==> src/rtl/core/hdlc_dfr_pkg.sv <==
// Package: shared types, constants and the CRC byte update for the HDLC deframer.
`default_nettype none

package hdlc_dfr_pkg;

  localparam int unsigned WordBitsDef = 16;
  localparam int unsigned ChunkBits   = 8;
  localparam int unsigned ChunkRes    = 2;
  localparam int unsigned NbW         = $clog2(ChunkBits + 1);
  localparam int unsigned CntW        = 10;
  localparam int unsigned ApbAddrW    = 3;
  localparam int unsigned ApbDataW    = 32;

  localparam logic [CntW-1:0] MaxFrameRst = 10'd512;
  localparam logic [0:0]      RegMaxFrame = 1'b0;

  localparam logic [15:0] CrcInit = 16'hFFFF;
  localparam logic [15:0] CrcPoly = 16'h8408;
  localparam logic [15:0] CrcGood = 16'hF0B8;

  localparam logic [16:0] AbortMask = 17'h1FC00;
  localparam logic [16:0] FlagMask  = 17'h1FE00;
  localparam logic [16:0] FlagPat   = 17'h0FC00;
  localparam logic [16:0] StuffMask = 17'h1F800;
  localparam logic [16:0] StuffPat  = 17'h0F800;

  typedef enum logic [2:0] {
    StGood     = 3'd0,
    StCrcErr   = 3'd1,
    StShort    = 3'd2,
    StAbort    = 3'd3,
    StOverflow = 3'd4
  } frame_status_e;

  typedef enum logic {
    KindData = 1'b0,
    KindEnd  = 1'b1
  } result_kind_e;

  typedef struct packed {
    result_kind_e  kind;
    logic [7:0]    data;
    frame_status_e status;
    logic [CntW-1:0] count;
    logic          last;
  } result_t;

  typedef struct packed {
    logic [16:0]     hist;
    logic [7:0]      shift;
    logic [2:0]      nbits;
    logic            in_frame;
    logic [CntW-1:0] count;
    logic [15:0]     crc;
  } dfr_state_t;

  // Reflected CRC-16/CCITT over one byte; pure XOR network after synthesis.
  function automatic logic [15:0] crc_byte(logic [15:0] crc, logic [7:0] b);
    logic [15:0] c;
    c = crc ^ {8'h00, b};
    for (int k = 0; k < 8; k++) begin
      c = c[0] ? ((c >> 1) ^ CrcPoly) : (c >> 1);
    end
    return c;
  endfunction

endpackage

`default_nettype wire

==> src/rtl/core/hdlc_dfr_if.sv <==
// Interfaces: input word channel and result channel of the HDLC deframer.
`default_nettype none

interface hdlc_dfr_word_if #(
  parameter int unsigned WORD_BITS = hdlc_dfr_pkg::WordBitsDef
);
  logic                 valid;
  logic                 ready;
  logic [WORD_BITS-1:0] rx_word;

  modport source (output valid, output rx_word, input ready);
  modport sink   (input valid, input rx_word, output ready);
endinterface

interface hdlc_dfr_res_if;
  logic       valid;
  logic       ready;
  logic       result_kind;
  logic [7:0] data_byte;
  logic [2:0] frame_status;
  logic [9:0] frame_bytes;
  logic       last_of_input;

  modport source (output valid, output result_kind, output data_byte, output frame_status,
                  output frame_bytes, output last_of_input, input ready);
  modport sink   (input valid, input result_kind, input data_byte, input frame_status,
                  input frame_bytes, input last_of_input, output ready);
endinterface

`default_nettype wire

==> src/rtl/core/hdlc_dfr_scan.sv <==
// Chunk scanner: abort, flag and stuffing detection, byte packing and CRC over one chunk.
`default_nettype none

module hdlc_dfr_scan (
  input  hdlc_dfr_pkg::dfr_state_t                 state_i,
  input  logic [hdlc_dfr_pkg::ChunkBits-1:0]       bits_i,
  input  logic [hdlc_dfr_pkg::NbW-1:0]             nbits_i,
  input  logic [hdlc_dfr_pkg::CntW-1:0]            max_bytes_i,
  output hdlc_dfr_pkg::dfr_state_t                 state_o,
  output hdlc_dfr_pkg::result_t                    res_o [hdlc_dfr_pkg::ChunkRes],
  output logic [1:0]                               nres_o
);
  import hdlc_dfr_pkg::*;

  dfr_state_t    st;
  result_t       res [ChunkRes];
  logic [1:0]    nres;
  logic          b;
  frame_status_e cst;

  function automatic result_t end_res(frame_status_e s, logic [CntW-1:0] n);
    result_t r;
    r        = '0;
    r.kind   = KindEnd;
    r.status = s;
    r.count  = n;
    return r;
  endfunction

  always_comb begin
    st   = state_i;
    nres = 2'd0;
    b    = 1'b0;
    cst  = StGood;
    for (int j = 0; j < ChunkRes; j++) begin
      res[j] = '0;
    end
    // Walk the line bits oldest first; at most one byte and one frame end per chunk.
    for (int k = 0; k < ChunkBits; k++) begin
      if (NbW'(k) < nbits_i) begin
        b       = bits_i[k];
        st.hist = {b, st.hist[16:1]};
        if ((st.hist & AbortMask) == AbortMask) begin
          if (st.in_frame && (st.count != '0) && (nres < 2'd2)) begin
            res[nres[0]] = end_res(StAbort, st.count);
            nres         = nres + 2'd1;
          end
          st.in_frame = 1'b0;
        end else if ((st.hist & FlagMask) == FlagPat) begin
          if (st.in_frame && (st.count != '0)) begin
            if (st.count < CntW'(4)) begin
              cst = StShort;
            end else if (st.crc == CrcGood) begin
              cst = StGood;
            end else begin
              cst = StCrcErr;
            end
            if (nres < 2'd2) begin
              res[nres[0]] = end_res(cst, st.count);
              nres         = nres + 2'd1;
            end
          end
          st.in_frame = 1'b1;
          st.count    = '0;
          st.crc      = CrcInit;
          st.shift    = '0;
          st.nbits    = '0;
        end else if ((st.hist & StuffMask) == StuffPat) begin
          // drop the stuffed zero
        end else if (st.in_frame) begin
          st.shift = {b, st.shift[7:1]};
          if (st.nbits == 3'd7) begin
            st.nbits = 3'd0;
            if (st.count >= max_bytes_i) begin
              if (nres < 2'd2) begin
                res[nres[0]] = end_res(StOverflow, st.count);
                nres         = nres + 2'd1;
              end
              st.in_frame = 1'b0;
            end else begin
              if (nres < 2'd2) begin
                res[nres[0]]      = '0;
                res[nres[0]].kind = KindData;
                res[nres[0]].data = st.shift;
                nres              = nres + 2'd1;
              end
              st.count = st.count + CntW'(1);
              st.crc   = crc_byte(st.crc, st.shift);
            end
          end else begin
            st.nbits = st.nbits + 3'd1;
          end
        end
      end
    end
  end

  assign state_o = st;
  assign res_o   = res;
  assign nres_o  = nres;

endmodule

`default_nettype wire

==> src/rtl/core/hdlc_dfr_obuf.sv <==
// Output buffer: holds the results of one word and hands them out one per cycle while the receiver is ready.
`default_nettype none

module hdlc_dfr_obuf #(
  parameter int unsigned MAX_RES = 4
) (
  input  logic                          clk_i,
  input  logic                          rst_ni,
  input  logic                          push_i,
  input  logic [$clog2(MAX_RES+1)-1:0]  push_cnt_i,
  input  hdlc_dfr_pkg::result_t         push_ent_i [MAX_RES],
  output logic                          free_o,
  hdlc_dfr_res_if.source                res_o
);
  import hdlc_dfr_pkg::*;

  localparam int unsigned RcW  = $clog2(MAX_RES + 1);
  localparam int unsigned IdxW = $clog2(MAX_RES);

  result_t         ent_q [MAX_RES];
  logic [RcW-1:0]  cnt_q;
  logic [IdxW-1:0] rd_q;
  result_t         head;
  logic            take;
  logic            drain_last;

  assign head       = ent_q[rd_q];
  assign take       = res_o.valid && res_o.ready;
  assign drain_last = take && ((RcW'(rd_q) + RcW'(1)) == cnt_q);
  assign free_o     = (cnt_q == '0) || drain_last;

  assign res_o.valid         = (cnt_q != '0);
  assign res_o.result_kind   = logic'(head.kind);
  assign res_o.data_byte     = head.data;
  assign res_o.frame_status  = 3'(head.status);
  assign res_o.frame_bytes   = head.count;
  assign res_o.last_of_input = head.last;

  always_ff @(posedge clk_i or negedge rst_ni) begin
    if (!rst_ni) begin
      cnt_q <= '0;
      rd_q  <= '0;
    end else if (push_i) begin
      cnt_q <= push_cnt_i;
      rd_q  <= '0;
    end else if (drain_last) begin
      cnt_q <= '0;
      rd_q  <= '0;
    end else if (take) begin
      rd_q <= rd_q + IdxW'(1);
    end
  end

  always_ff @(posedge clk_i) begin
    if (push_i) begin
      ent_q <= push_ent_i;
    end
  end

endmodule

`default_nettype wire

==> src/rtl/core/hdlc_deframer_crc_check.sv <==
// Top level: HDLC receive deframer with CRC-16/CCITT frame check.
//
//   channel  | dir | handshake        | payload
//   ---------+-----+------------------+------------------------------------------------
//   rx_i     | in  | valid / ready    | rx_word, WORD_BITS line bits, bit 0 oldest
//   res_o    | out | valid / ready    | result_kind, data_byte, frame_status,
//            |     |                  | frame_bytes, last_of_input
//   apb      | in  | psel/penable     | max_frame_bytes at byte address 0
//
// A word is scanned 8 line bits per cycle, unless its last chunk is stalled, and the next
// word is taken in the last scan cycle. Results leave the output buffer one per cycle while
// the receiver is ready. A word that ends with results waits in its last scan cycle until
// the output buffer is free; a stalled output never blocks earlier scan cycles.
// Reset clears all control and deframer state at once; no clearing pass is needed.
`default_nettype none

module hdlc_deframer_crc_check #(
  parameter int unsigned WORD_BITS = hdlc_dfr_pkg::WordBitsDef
) (
  input  logic                                clk_i,
  input  logic                                rst_ni,
  hdlc_dfr_word_if.sink                       rx_i,
  hdlc_dfr_res_if.source                      res_o,
  input  logic                                psel,
  input  logic                                penable,
  input  logic                                pwrite,
  input  logic [hdlc_dfr_pkg::ApbAddrW-1:0]   paddr,
  input  logic [hdlc_dfr_pkg::ApbDataW-1:0]   pwdata,
  output logic [hdlc_dfr_pkg::ApbDataW-1:0]   prdata,
  output logic                                pready
);
  import hdlc_dfr_pkg::*;

  localparam int unsigned NChunk   = (WORD_BITS + ChunkBits - 1) / ChunkBits;
  localparam int unsigned MaxRes   = ChunkRes * NChunk;
  localparam int unsigned RcW      = $clog2(MaxRes + 1);
  localparam int unsigned IdxW     = $clog2(MaxRes);
  localparam int unsigned ChW      = (NChunk > 1) ? $clog2(NChunk) : 1;
  localparam int unsigned PadW     = NChunk * ChunkBits;
  localparam int unsigned LastBits = WORD_BITS - (NChunk - 1) * ChunkBits;

  // Configuration register
  logic [CntW-1:0] max_q;
  logic            cfg_wr;

  // Word register and scan control
  logic [WORD_BITS-1:0] w_q;
  logic                 busy_q;
  logic [ChW-1:0]       chunk_q;
  logic [PadW-1:0]      w_pad;
  logic [ChunkBits-1:0] chunk_bits;
  logic [NbW-1:0]       chunk_nbits;
  logic                 last_chunk;
  logic                 word_end;
  logic                 stall;
  logic                 step;
  logic                 accept;

  // Deframer state
  dfr_state_t state_q;
  dfr_state_t scan_state;
  result_t    scan_res [ChunkRes];
  logic [1:0] scan_nres;

  // Result staging for the word in progress
  result_t         stg_q [MaxRes];
  result_t         stg_d [MaxRes];
  logic [RcW-1:0]  stg_cnt_q;
  logic [RcW-1:0]  total;
  logic [IdxW-1:0] wr_idx;
  result_t         push_ent [MaxRes];
  logic            push;
  logic            ob_free;

  // APB: single register, writes complete in the access phase.
  assign pready = 1'b1;
  assign cfg_wr = psel && penable && pwrite && (paddr[2] == RegMaxFrame);
  assign prdata = (paddr[2] == RegMaxFrame) ? ApbDataW'(max_q) : '0;

  always_ff @(posedge clk_i or negedge rst_ni) begin
    if (!rst_ni) begin
      max_q <= MaxFrameRst;
    end else if (cfg_wr) begin
      max_q <= pwdata[CntW-1:0];
    end
  end

  // Pick the chunk of line bits for this cycle; the last chunk may be short.
  assign w_pad       = PadW'(w_q);
  assign chunk_bits  = w_pad[chunk_q * ChunkBits +: ChunkBits];
  assign last_chunk  = (chunk_q == ChW'(NChunk - 1));
  assign chunk_nbits = last_chunk ? NbW'(LastBits) : NbW'(ChunkBits);

  hdlc_dfr_scan u_scan (
    .state_i     (state_q),
    .bits_i      (chunk_bits),
    .nbits_i     (chunk_nbits),
    .max_bytes_i (max_q),
    .state_o     (scan_state),
    .res_o       (scan_res),
    .nres_o      (scan_nres)
  );

  // Append this chunk's results behind those of earlier chunks.
  always_comb begin
    stg_d  = stg_q;
    wr_idx = '0;
    for (int j = 0; j < ChunkRes; j++) begin
      wr_idx = IdxW'(stg_cnt_q) + IdxW'(j);
      if (2'(j) < scan_nres) begin
        stg_d[wr_idx] = scan_res[j];
      end
    end
    total = stg_cnt_q + RcW'(scan_nres);
  end

  // Flag the final result of the word on its way to the output buffer.
  always_comb begin
    push_ent = stg_d;
    if (total != '0) begin
      push_ent[IdxW'(total - RcW'(1))].last = 1'b1;
    end
  end

  // Hold the last chunk until the output buffer can take the word's results.
  assign word_end    = busy_q && last_chunk;
  assign stall       = word_end && (total != '0) && !ob_free;
  assign push        = word_end && (total != '0) && ob_free;
  assign step        = busy_q && !stall;
  assign rx_i.ready  = !busy_q || (word_end && !stall);
  assign accept      = rx_i.valid && rx_i.ready;

  always_ff @(posedge clk_i or negedge rst_ni) begin
    if (!rst_ni) begin
      busy_q         <= 1'b0;
      chunk_q        <= '0;
      stg_cnt_q      <= '0;
      state_q.hist     <= '0;
      state_q.shift    <= '0;
      state_q.nbits    <= '0;
      state_q.in_frame <= 1'b0;
      state_q.count    <= '0;
      state_q.crc      <= CrcInit;
    end else begin
      if (step) begin
        state_q <= scan_state;
        if (word_end) begin
          stg_cnt_q <= '0;
        end else begin
          stg_cnt_q <= total;
          chunk_q   <= chunk_q + ChW'(1);
        end
      end
      if (accept) begin
        busy_q  <= 1'b1;
        chunk_q <= '0;
      end else if (step && word_end) begin
        busy_q <= 1'b0;
      end
    end
  end

  always_ff @(posedge clk_i) begin
    if (accept) begin
      w_q <= rx_i.rx_word;
    end
    if (step && !word_end) begin
      stg_q <= stg_d;
    end
  end

  hdlc_dfr_obuf #(
    .MAX_RES (MaxRes)
  ) u_obuf (
    .clk_i      (clk_i),
    .rst_ni     (rst_ni),
    .push_i     (push),
    .push_cnt_i (total),
    .push_ent_i (push_ent),
    .free_o     (ob_free),
    .res_o      (res_o)
  );

`ifndef SYNTHESIS
  a_stage_bound: assert property (@(posedge clk_i) disable iff (!rst_ni)
    stg_cnt_q <= RcW'(MaxRes))
    else $error("result staging count exceeds its capacity");

  a_accept_starts: assert property (@(posedge clk_i) disable iff (!rst_ni)
    accept |=> (busy_q && (chunk_q == '0) && (stg_cnt_q == '0)))
    else $error("accepted word does not start a fresh scan");

  a_stall_holds: assert property (@(posedge clk_i) disable iff (!rst_ni)
    stall |=> (busy_q && $stable(state_q) && $stable(chunk_q)))
    else $error("deframer state moved while the word end was stalled");

  a_chunk_range: assert property (@(posedge clk_i) disable iff (!rst_ni)
    busy_q |-> (chunk_q <= ChW'(NChunk - 1)))
    else $error("chunk counter past the last chunk");
`endif

endmodule

`default_nettype wire

==> src/flat_wrapper.sv <==
// flat-port wrapper written by rule: the top's interface ports become plain ports
module hdlc_deframer_crc_check_flat import hdlc_dfr_pkg::*;
#(
  parameter int unsigned WORD_BITS = hdlc_dfr_pkg::WordBitsDef
)
  (clk_i, rst_ni, psel, penable, pwrite, paddr, pwdata, prdata, pready, rx_i_valid, rx_i_rx_word, rx_i_ready, res_o_valid, res_o_result_kind, res_o_data_byte, res_o_frame_status, res_o_frame_bytes, res_o_last_of_input, res_o_ready);
  hdlc_dfr_word_if #(.WORD_BITS(WORD_BITS)) rx_i_i ();
  hdlc_dfr_res_if res_o_i ();
  input  logic clk_i;
  input  logic rst_ni;
  input  logic psel;
  input  logic penable;
  input  logic pwrite;
  input  logic [hdlc_dfr_pkg::ApbAddrW-1:0] paddr;
  input  logic [hdlc_dfr_pkg::ApbDataW-1:0] pwdata;
  output logic [hdlc_dfr_pkg::ApbDataW-1:0] prdata;
  output logic pready;
  input wire logic [$bits(rx_i_i.valid)-1:0] rx_i_valid;
  input wire logic [$bits(rx_i_i.rx_word)-1:0] rx_i_rx_word;
  output wire logic [$bits(rx_i_i.ready)-1:0] rx_i_ready;
  output wire logic [$bits(res_o_i.valid)-1:0] res_o_valid;
  output wire logic [$bits(res_o_i.result_kind)-1:0] res_o_result_kind;
  output wire logic [$bits(res_o_i.data_byte)-1:0] res_o_data_byte;
  output wire logic [$bits(res_o_i.frame_status)-1:0] res_o_frame_status;
  output wire logic [$bits(res_o_i.frame_bytes)-1:0] res_o_frame_bytes;
  output wire logic [$bits(res_o_i.last_of_input)-1:0] res_o_last_of_input;
  input wire logic [$bits(res_o_i.ready)-1:0] res_o_ready;
  assign rx_i_i.valid = rx_i_valid;
  assign rx_i_i.rx_word = rx_i_rx_word;
  assign rx_i_ready = rx_i_i.ready;
  assign res_o_valid = res_o_i.valid;
  assign res_o_result_kind = res_o_i.result_kind;
  assign res_o_data_byte = res_o_i.data_byte;
  assign res_o_frame_status = res_o_i.frame_status;
  assign res_o_frame_bytes = res_o_i.frame_bytes;
  assign res_o_last_of_input = res_o_i.last_of_input;
  assign res_o_i.ready = res_o_ready;
  hdlc_deframer_crc_check #(.WORD_BITS(WORD_BITS)) u_core (.clk_i(clk_i), .rst_ni(rst_ni), .rx_i(rx_i_i), .res_o(res_o_i), .psel(psel), .penable(penable), .pwrite(pwrite), .paddr(paddr), .pwdata(pwdata), .prdata(prdata), .pready(pready));
endmodule
==> config.mk <==
export PLATFORM = sky130hd
export DESIGN_NAME = hdlc_deframer_crc_check_flat
export DESIGN_NICKNAME = d
export VERILOG_FILES = /design/src/rtl/core/hdlc_dfr_pkg.sv /design/src/rtl/core/hdlc_dfr_if.sv /design/src/rtl/core/hdlc_dfr_scan.sv /design/src/rtl/core/hdlc_dfr_obuf.sv /design/src/rtl/core/hdlc_deframer_crc_check.sv /design/src/flat_wrapper.sv
export SDC_FILE = /design/constraint.sdc
export NUM_CORES = 2
export LEC_CHECK = 0
export ABC_CLOCK_PERIOD_IN_PS = 30800
export BUFFER_PORTS_ARGS = -buffer_cell sky130_fd_sc_hd__buf_2
export CAP_MARGIN = 20
export CORE_MARGIN = 5
export CORE_UTILIZATION = 25
export DETAILED_ROUTE_END_ITERATION = 8
export PLACE_DENSITY = 0.51
export SLEW_MARGIN = 20
export SYNTH_ARGS = -nofsm -noshare
export SYNTH_HDL_FRONTEND = slang
export SYNTH_HIERARCHICAL = 1
export SYNTH_SLANG_ARGS = --single-unit
==> constraint.sdc <==
create_clock -name clk_i -period 30.8 [get_ports clk_i]
set_input_delay 7.7 -clock clk_i [delete_from_list [all_inputs] [get_ports clk_i]]
set_output_delay 7.7 -clock clk_i [all_outputs]
set_load 0.03 [all_outputs]
Word-level counts from Yosys, hierarchy flattened --
Index checks and enable logic that the tools add are counted.
Word-level totals: register bits 275, bits of input ports 58, output and inout bits 58, word-level logic and storage cells 762
Cells by class: add/sub/neg operators 29, order comparisons 46, eq/ne operators 42, shifts and indexed selects 1, multiplexer cells 432, bitwise gates (word level) 98, reduce and logical (&&, ||, !) cells 61
Operators by type and width (count):
- two-way mux 46 bit | 77
- bitwise mux 46 bit | 35
- two-way mux 16 bit | 64
- two-way mux 38 bit | 24
- two-way mux 23 bit | 26
- demux 23 bit (select 1 bit) | 21
- two-way mux 26 bit | 16
- bitwise AND 46 bit | 7
- NOT 46 bit | 7
- bitwise mux 92 bit | 3
- two-way mux 92 bit | 3
- two-way mux 27 bit | 8
- NOT 2 -> 3 bit | 68
- two-way mux 22 bit | 7
- two-way mux 2 bit | 70
- demux 23 bit (select 2 bit) | 3
- equality test 16 bit (second input constant) | 8
- XOR 16 x 8 -> 16 bit | 8
- two-way mux 3 bit | 33
- two-way mux 11 bit | 8
- adder 10 x 1 -> 10 bit (second input constant) | 8
- greater-or-equal comparator 10 bit | 8
- < comparator 10 x 3 -> 1 bit (second input constant) | 8
- nonzero test 10 bit | 8
- 31 further kinds | 181

Depth between registers and ports, before layout --
depth after elaboration 185, mapped depth 117, gate-level depth less buffers 108

Cells and area by module --
Netlist, hierarchy kept.
Modules (own cells, without submodules):
- hdlc_dfr_scan | instances 1, cells an instance 3254, area each 20532.2 µm²
- hdlc_deframer_crc_check | instances 1, cells an instance 644, area each 8494.4 µm²
- hdlc_dfr_obuf | instances 1, cells an instance 148, area each 3606.0 µm²

Worst setup path after synthesis --
Ideal clock, no wire load.
kind register -> output, start point register u_core.chunk_q, end point output rx_i_ready, data arrival time 22.349 ns, data required time 23.100 ns, setup slack 0.751 ns, stages on the path, launching flop included 106, path through dfrtp_1 > clkbuf_1 > mux2_2 > buf_2 > nand2b_1 > o211ai_1 > nor3_1 > and3_1 > a221oi_1 > inv_1 > ha_1 > a211o_1 > a21oi_1 > nand3_1 > o21ai_0 > nand4_1 > a211oi_1 > xnor2_1 > (+70 left out) > or3_1 > nor3_1 > nand3_1 > nor4_1 > xnor2_1 > nor2_1 > or4_1 > o21ai_2 > o22ai_1 > a21oi_1 > o21ai_0 > nand2_1 > ha_1 > inv_1 > fa_1 > nor2b_1 > a21oi_1 > o21ai_0
Between the ends: cells in the longest elaborated chain, start to end 61
Ends and longest elaborated chain:
- start: declaration | RTL line hdlc_deframer_crc_check.sv:49 | logic [ChW-1:0] chunk_q;
- start signal: assignment | RTL line hdlc_deframer_crc_check.sv:151 | chunk_q <= chunk_q + ChW'(1);
- variable part select 16 x 5 -> 8 bit (*) | RTL line hdlc_deframer_crc_check.sv:90 | assign chunk_bits = w_pad[chunk_q * ChunkBits +: ChunkBits];
- net u_core.chunk_bits[0] | RTL line hdlc_deframer_crc_check.sv:51 | logic [ChunkBits-1:0] chunk_bits;
- parallel branches: the longest is 52 deep, another holds adder 10 x 1 -> 10 bit
- two-way mux 2 bit (*) | RTL line hdlc_dfr_scan.sv:43 | if ((st.hist & AbortMask) == AbortMask) begin
- net u_core.scan_nres[0] | RTL line hdlc_deframer_crc_check.sv:63 | logic [1:0] scan_nres;
- adder 3 x 2 -> 3 bit (*) | RTL line hdlc_deframer_crc_check.sv:114 | total = stg_cnt_q + RcW'(scan_nres);
- nonzero test 3 bit (*) | RTL line hdlc_deframer_crc_check.sv:127 | assign stall = word_end && (total != '0) && !ob_free;
- logical AND 1 bit (*) (2 in series) | RTL line hdlc_deframer_crc_check.sv:127
- zero test 1 bit (*) | RTL line hdlc_deframer_crc_check.sv:130 | assign rx_i.ready = !busy_q || (word_end && !stall);
- logical AND 1 bit (*) | RTL line hdlc_deframer_crc_check.sv:130
- logical OR 1 bit (*) | RTL line hdlc_deframer_crc_check.sv:130
- end: declaration | RTL line flat_wrapper.sv:20 | output wire logic [$bits(rx_i_i.ready)-1:0] rx_i_ready;
Mark *: on every way through the listed nets, which the timed path passes.

Worst setup path in the final report --
start point register u_core.max_q[9], end point output rx_i_ready
Between the ends: cells in the longest elaborated chain, start to end 61
Ends and longest elaborated chain:
- start: declaration | RTL line hdlc_deframer_crc_check.sv:43 | logic [CntW-1:0] max_q;
- start signal: assignment | RTL line hdlc_deframer_crc_check.sv:82 | max_q <= MaxFrameRst;
- start signal: assignment | RTL line hdlc_deframer_crc_check.sv:84 | max_q <= pwdata[CntW-1:0];
- greater-or-equal comparator 10 bit | RTL line hdlc_dfr_scan.sv:74 | if (st.count >= max_bytes_i) begin
- two-way mux 26 bit | RTL line hdlc_dfr_scan.sv:74
- two-way mux 27 bit | RTL line hdlc_dfr_scan.sv:72 | if (st.nbits == 3'd7) begin
- two-way mux 38 bit | RTL line hdlc_dfr_scan.sv:70 | end else if (st.in_frame) begin
- two-way mux 38 bit | RTL line hdlc_dfr_scan.sv:68 | end else if ((st.hist & StuffMask) == StuffPat) begin
- two-way mux 38 bit | RTL line hdlc_dfr_scan.sv:49 | end else if ((st.hist & FlagMask) == FlagPat) begin
- two-way mux 26 bit | RTL line hdlc_dfr_scan.sv:43
- adder 10 x 1 -> 10 bit, or another cell as far along | RTL line hdlc_dfr_scan.sv:87 | st.count = st.count + CntW'(1);
- (+45 left out)
- two-way mux 2 bit (*) | RTL line hdlc_dfr_scan.sv:43
- net u_core.scan_nres[0] | RTL line hdlc_deframer_crc_check.sv:63
- adder 3 x 2 -> 3 bit (*) | RTL line hdlc_deframer_crc_check.sv:114
- nonzero test 3 bit (*) | RTL line hdlc_deframer_crc_check.sv:127
- logical AND 1 bit (*) (2 in series) | RTL line hdlc_deframer_crc_check.sv:127
- zero test 1 bit (*) | RTL line hdlc_deframer_crc_check.sv:130
- logical AND 1 bit (*) | RTL line hdlc_deframer_crc_check.sv:130
- logical OR 1 bit (*) | RTL line hdlc_deframer_crc_check.sv:130
The timed path passes the listed nets; every way through them passes the cells marked *.

==> flow_metrics.py <==
metrics = {
    "run_status": {
        "outcome": "finished, final reports clean",
    },
    "critical_path": {
        "max_stage_delay_ns": 0.68,
        "worst_path_most_repeated_cell": "a21o_1",
        "crit_start": "u_core/max_q[9]",
        "cp-start-kind": "flop",
        "worstPathRequired_ns": 23.10,
        "worstPathMaxFanout": 10,
        "reg2reg_from": "u_core/max_q[9]",
        "path_class": "flop to primary output",
        "cpMaxStageDelayCell": "or4b_2",
        "endpoint_kind": "primary output",
        "worstPathArrival_ns": 22.05,
    },
    "min_path": {
        "hp-class": "flop to flop",
        "hp-start": "u_core/max_q[7]",
    },
    "grt": {
        "track_usage": 0.1852,
        "antenna_found_initial": 1,
        "overflow": 0,
        "grt_max_degree": 62,
        "grt_pass1_wl_mm": 190.7,
        "grt_pass1_vias": 29510,
    },
    "die": {
        "fp.coreArea_um2": 125200,
        "die_x_um": 364.6,
        "die-area_um2": 132900,
        "rows": 130,
        "io_pins": 116,
        "initial_utilization": 0.2509,
        "fp.dieH_um": 364.6,
    },
    "clocking": {
        "clock_latency_ns": 0.65,
        "clockBufferDepth": 3,
        "cts_buffers": 29,
        "htreeDepth": 1,
        "tritoncts": "yes",
        "clock_sinks": 264,
        "root_buffer": "clkbuf_16",
        "path_clk_slew_ns": 0.07,
    },
    "timing": {
        "hold_slack_ns": 0.5400,
        "hold_violations": 0,
        "setup_ws_ns": 1.055,
        "skew_ns": 0.06325,
        "finalCritPeriodShare": 0.9658,
        "fmax_mhz": 33.62,
        "tightest_slew_ns": 1.155,
        "max-slew-margin-rel": 0.2255,
        "finalSetupViolCount": 0,
        "drv_slew": 0,
        "fin_crit_ns": 29.75,
    },
    "synth": {
        "syn_area_per_cell_um2": 8.095,
        "ys.warnings.count": 6,
        "synth_area_um2": 31430,
        "syn_inst": 3882,
    },
    "drt": {
        "vias": 31580,
        "antenna_left": 0,
        "postRouteWirelength_mm": 129.6,
        "drcViolationCount": 0,
        "wl_per_cell_um": 23.25,
        "dr.pass1.iters": 6,
        "via_per_inst": 5.665,
        "drtIter0Drc": 3467,
    },
    "finish": {
        "layout-drive-gt1-share": 0.1473,
        "antenna_cells": 0,
        "fin_area_um2": 35060,
        "fin_cells": 5574,
        "nets": 4084,
        "area_delta_synth_final_pct": 11.56,
        "mostFrequentLayoutCell": "nand2_1",
        "n_fill_cell": 13570,
        "layout_common_cells": "nand2_1, nor2_1, a21oi_1",
    },
    "placed_design": {
        "hpwl_mm": 99.88,
        "place.gp.congestion": 1.008,
        "dp.cells": 5512,
        "port_buffers": 68,
        "placed_area_um2": 33820,
        "dp_slack_ns": 0.4443,
    },
    "job": {
        "drv_cap": 0,
    },
}
-- per-stage QoR --
step,utilization,setup TNS [ns]
floorplan,-,0
global placement,0.2700,0
detailed placement,0.2700,0
CTS,0.2781,0
global route,0.2799,-0.02311
finish,0.2799,0
-- sequential cells by signal (all words and copies together), names as in the netlist --
register and cells:
u_core/w_pad 16, u_core/chunk_q 1, u_core/u_obuf/ent_q 92, u_core/state_q 44, u_core/busy_q 1, u_core/u_obuf/cnt_q 3, u_core/stg_q 92, u_core/stg_cnt_q 3
u_core/max_q 10, u_core/u_obuf/rd_q 2
-- layer usage --
layer	global-route usage	vias up	routed length, µm
li1	-	14610	-
met1	0.2497	15420	55800
met2	0.3039	1329	59010
met3	0.01603	219	8415
met4	0.08017	2	6365
met5	0	-	15
-- worst max-delay path: cells and delay by family (launching register included) --
kind / cells / cell delay [ns]
compound gates: 40 / 8.06
xor+xnor: 1 / 0.16
fa+ha+maj: 9 / 2.67
buf+inv: 18 / 2.77
flops: 1 / 0.54
mux: 2 / 0.62
simple gates: 30 / 6.53
-- layout make-up --
cell class | instances | area (µm²) | area share
Clock buffer | 30 | 729.5 | 0.02081
Clock inverter | 23 | 260.3 | 0.007423
Inverter | 131 | 491.7 | 0.01403
Tap cell | 1650 | 2064 | 0.05889
Sequential cell | 264 | 7630 | 0.2176
Timing Repair Buffer | 224 | 1520 | 0.04336
Multi-Input combinational cell | 3252 | 22360 | 0.6379
-- worst paths after layout --
kind,end,slack [ns],cells after the start
min in group asynchronous,u_core/state_q[18],6.95,1
worst min register to register,u_core/max_q[7],0.54,1
worst min-delay path,u_core/max_q[7],0.54,1
max in group asynchronous,u_core/u_obuf/rd_q[0],22.77,2
worst max-delay path,rx_i_ready,1.05,100
worst max register to register,u_core/u_obuf/ent_q[70],8.16,100
-- repair_timing --
action                     in CTS  in global routing
hold buffers                    0                  0
setup buffers                   2                  7
pin swaps                       1                 12
setup endpoints to repair       1                  1
gates resized for setup         4                 43
Power is not shown: default switching activity piles up to over one toggle a cycle in this logic, so the estimate is an artifact.
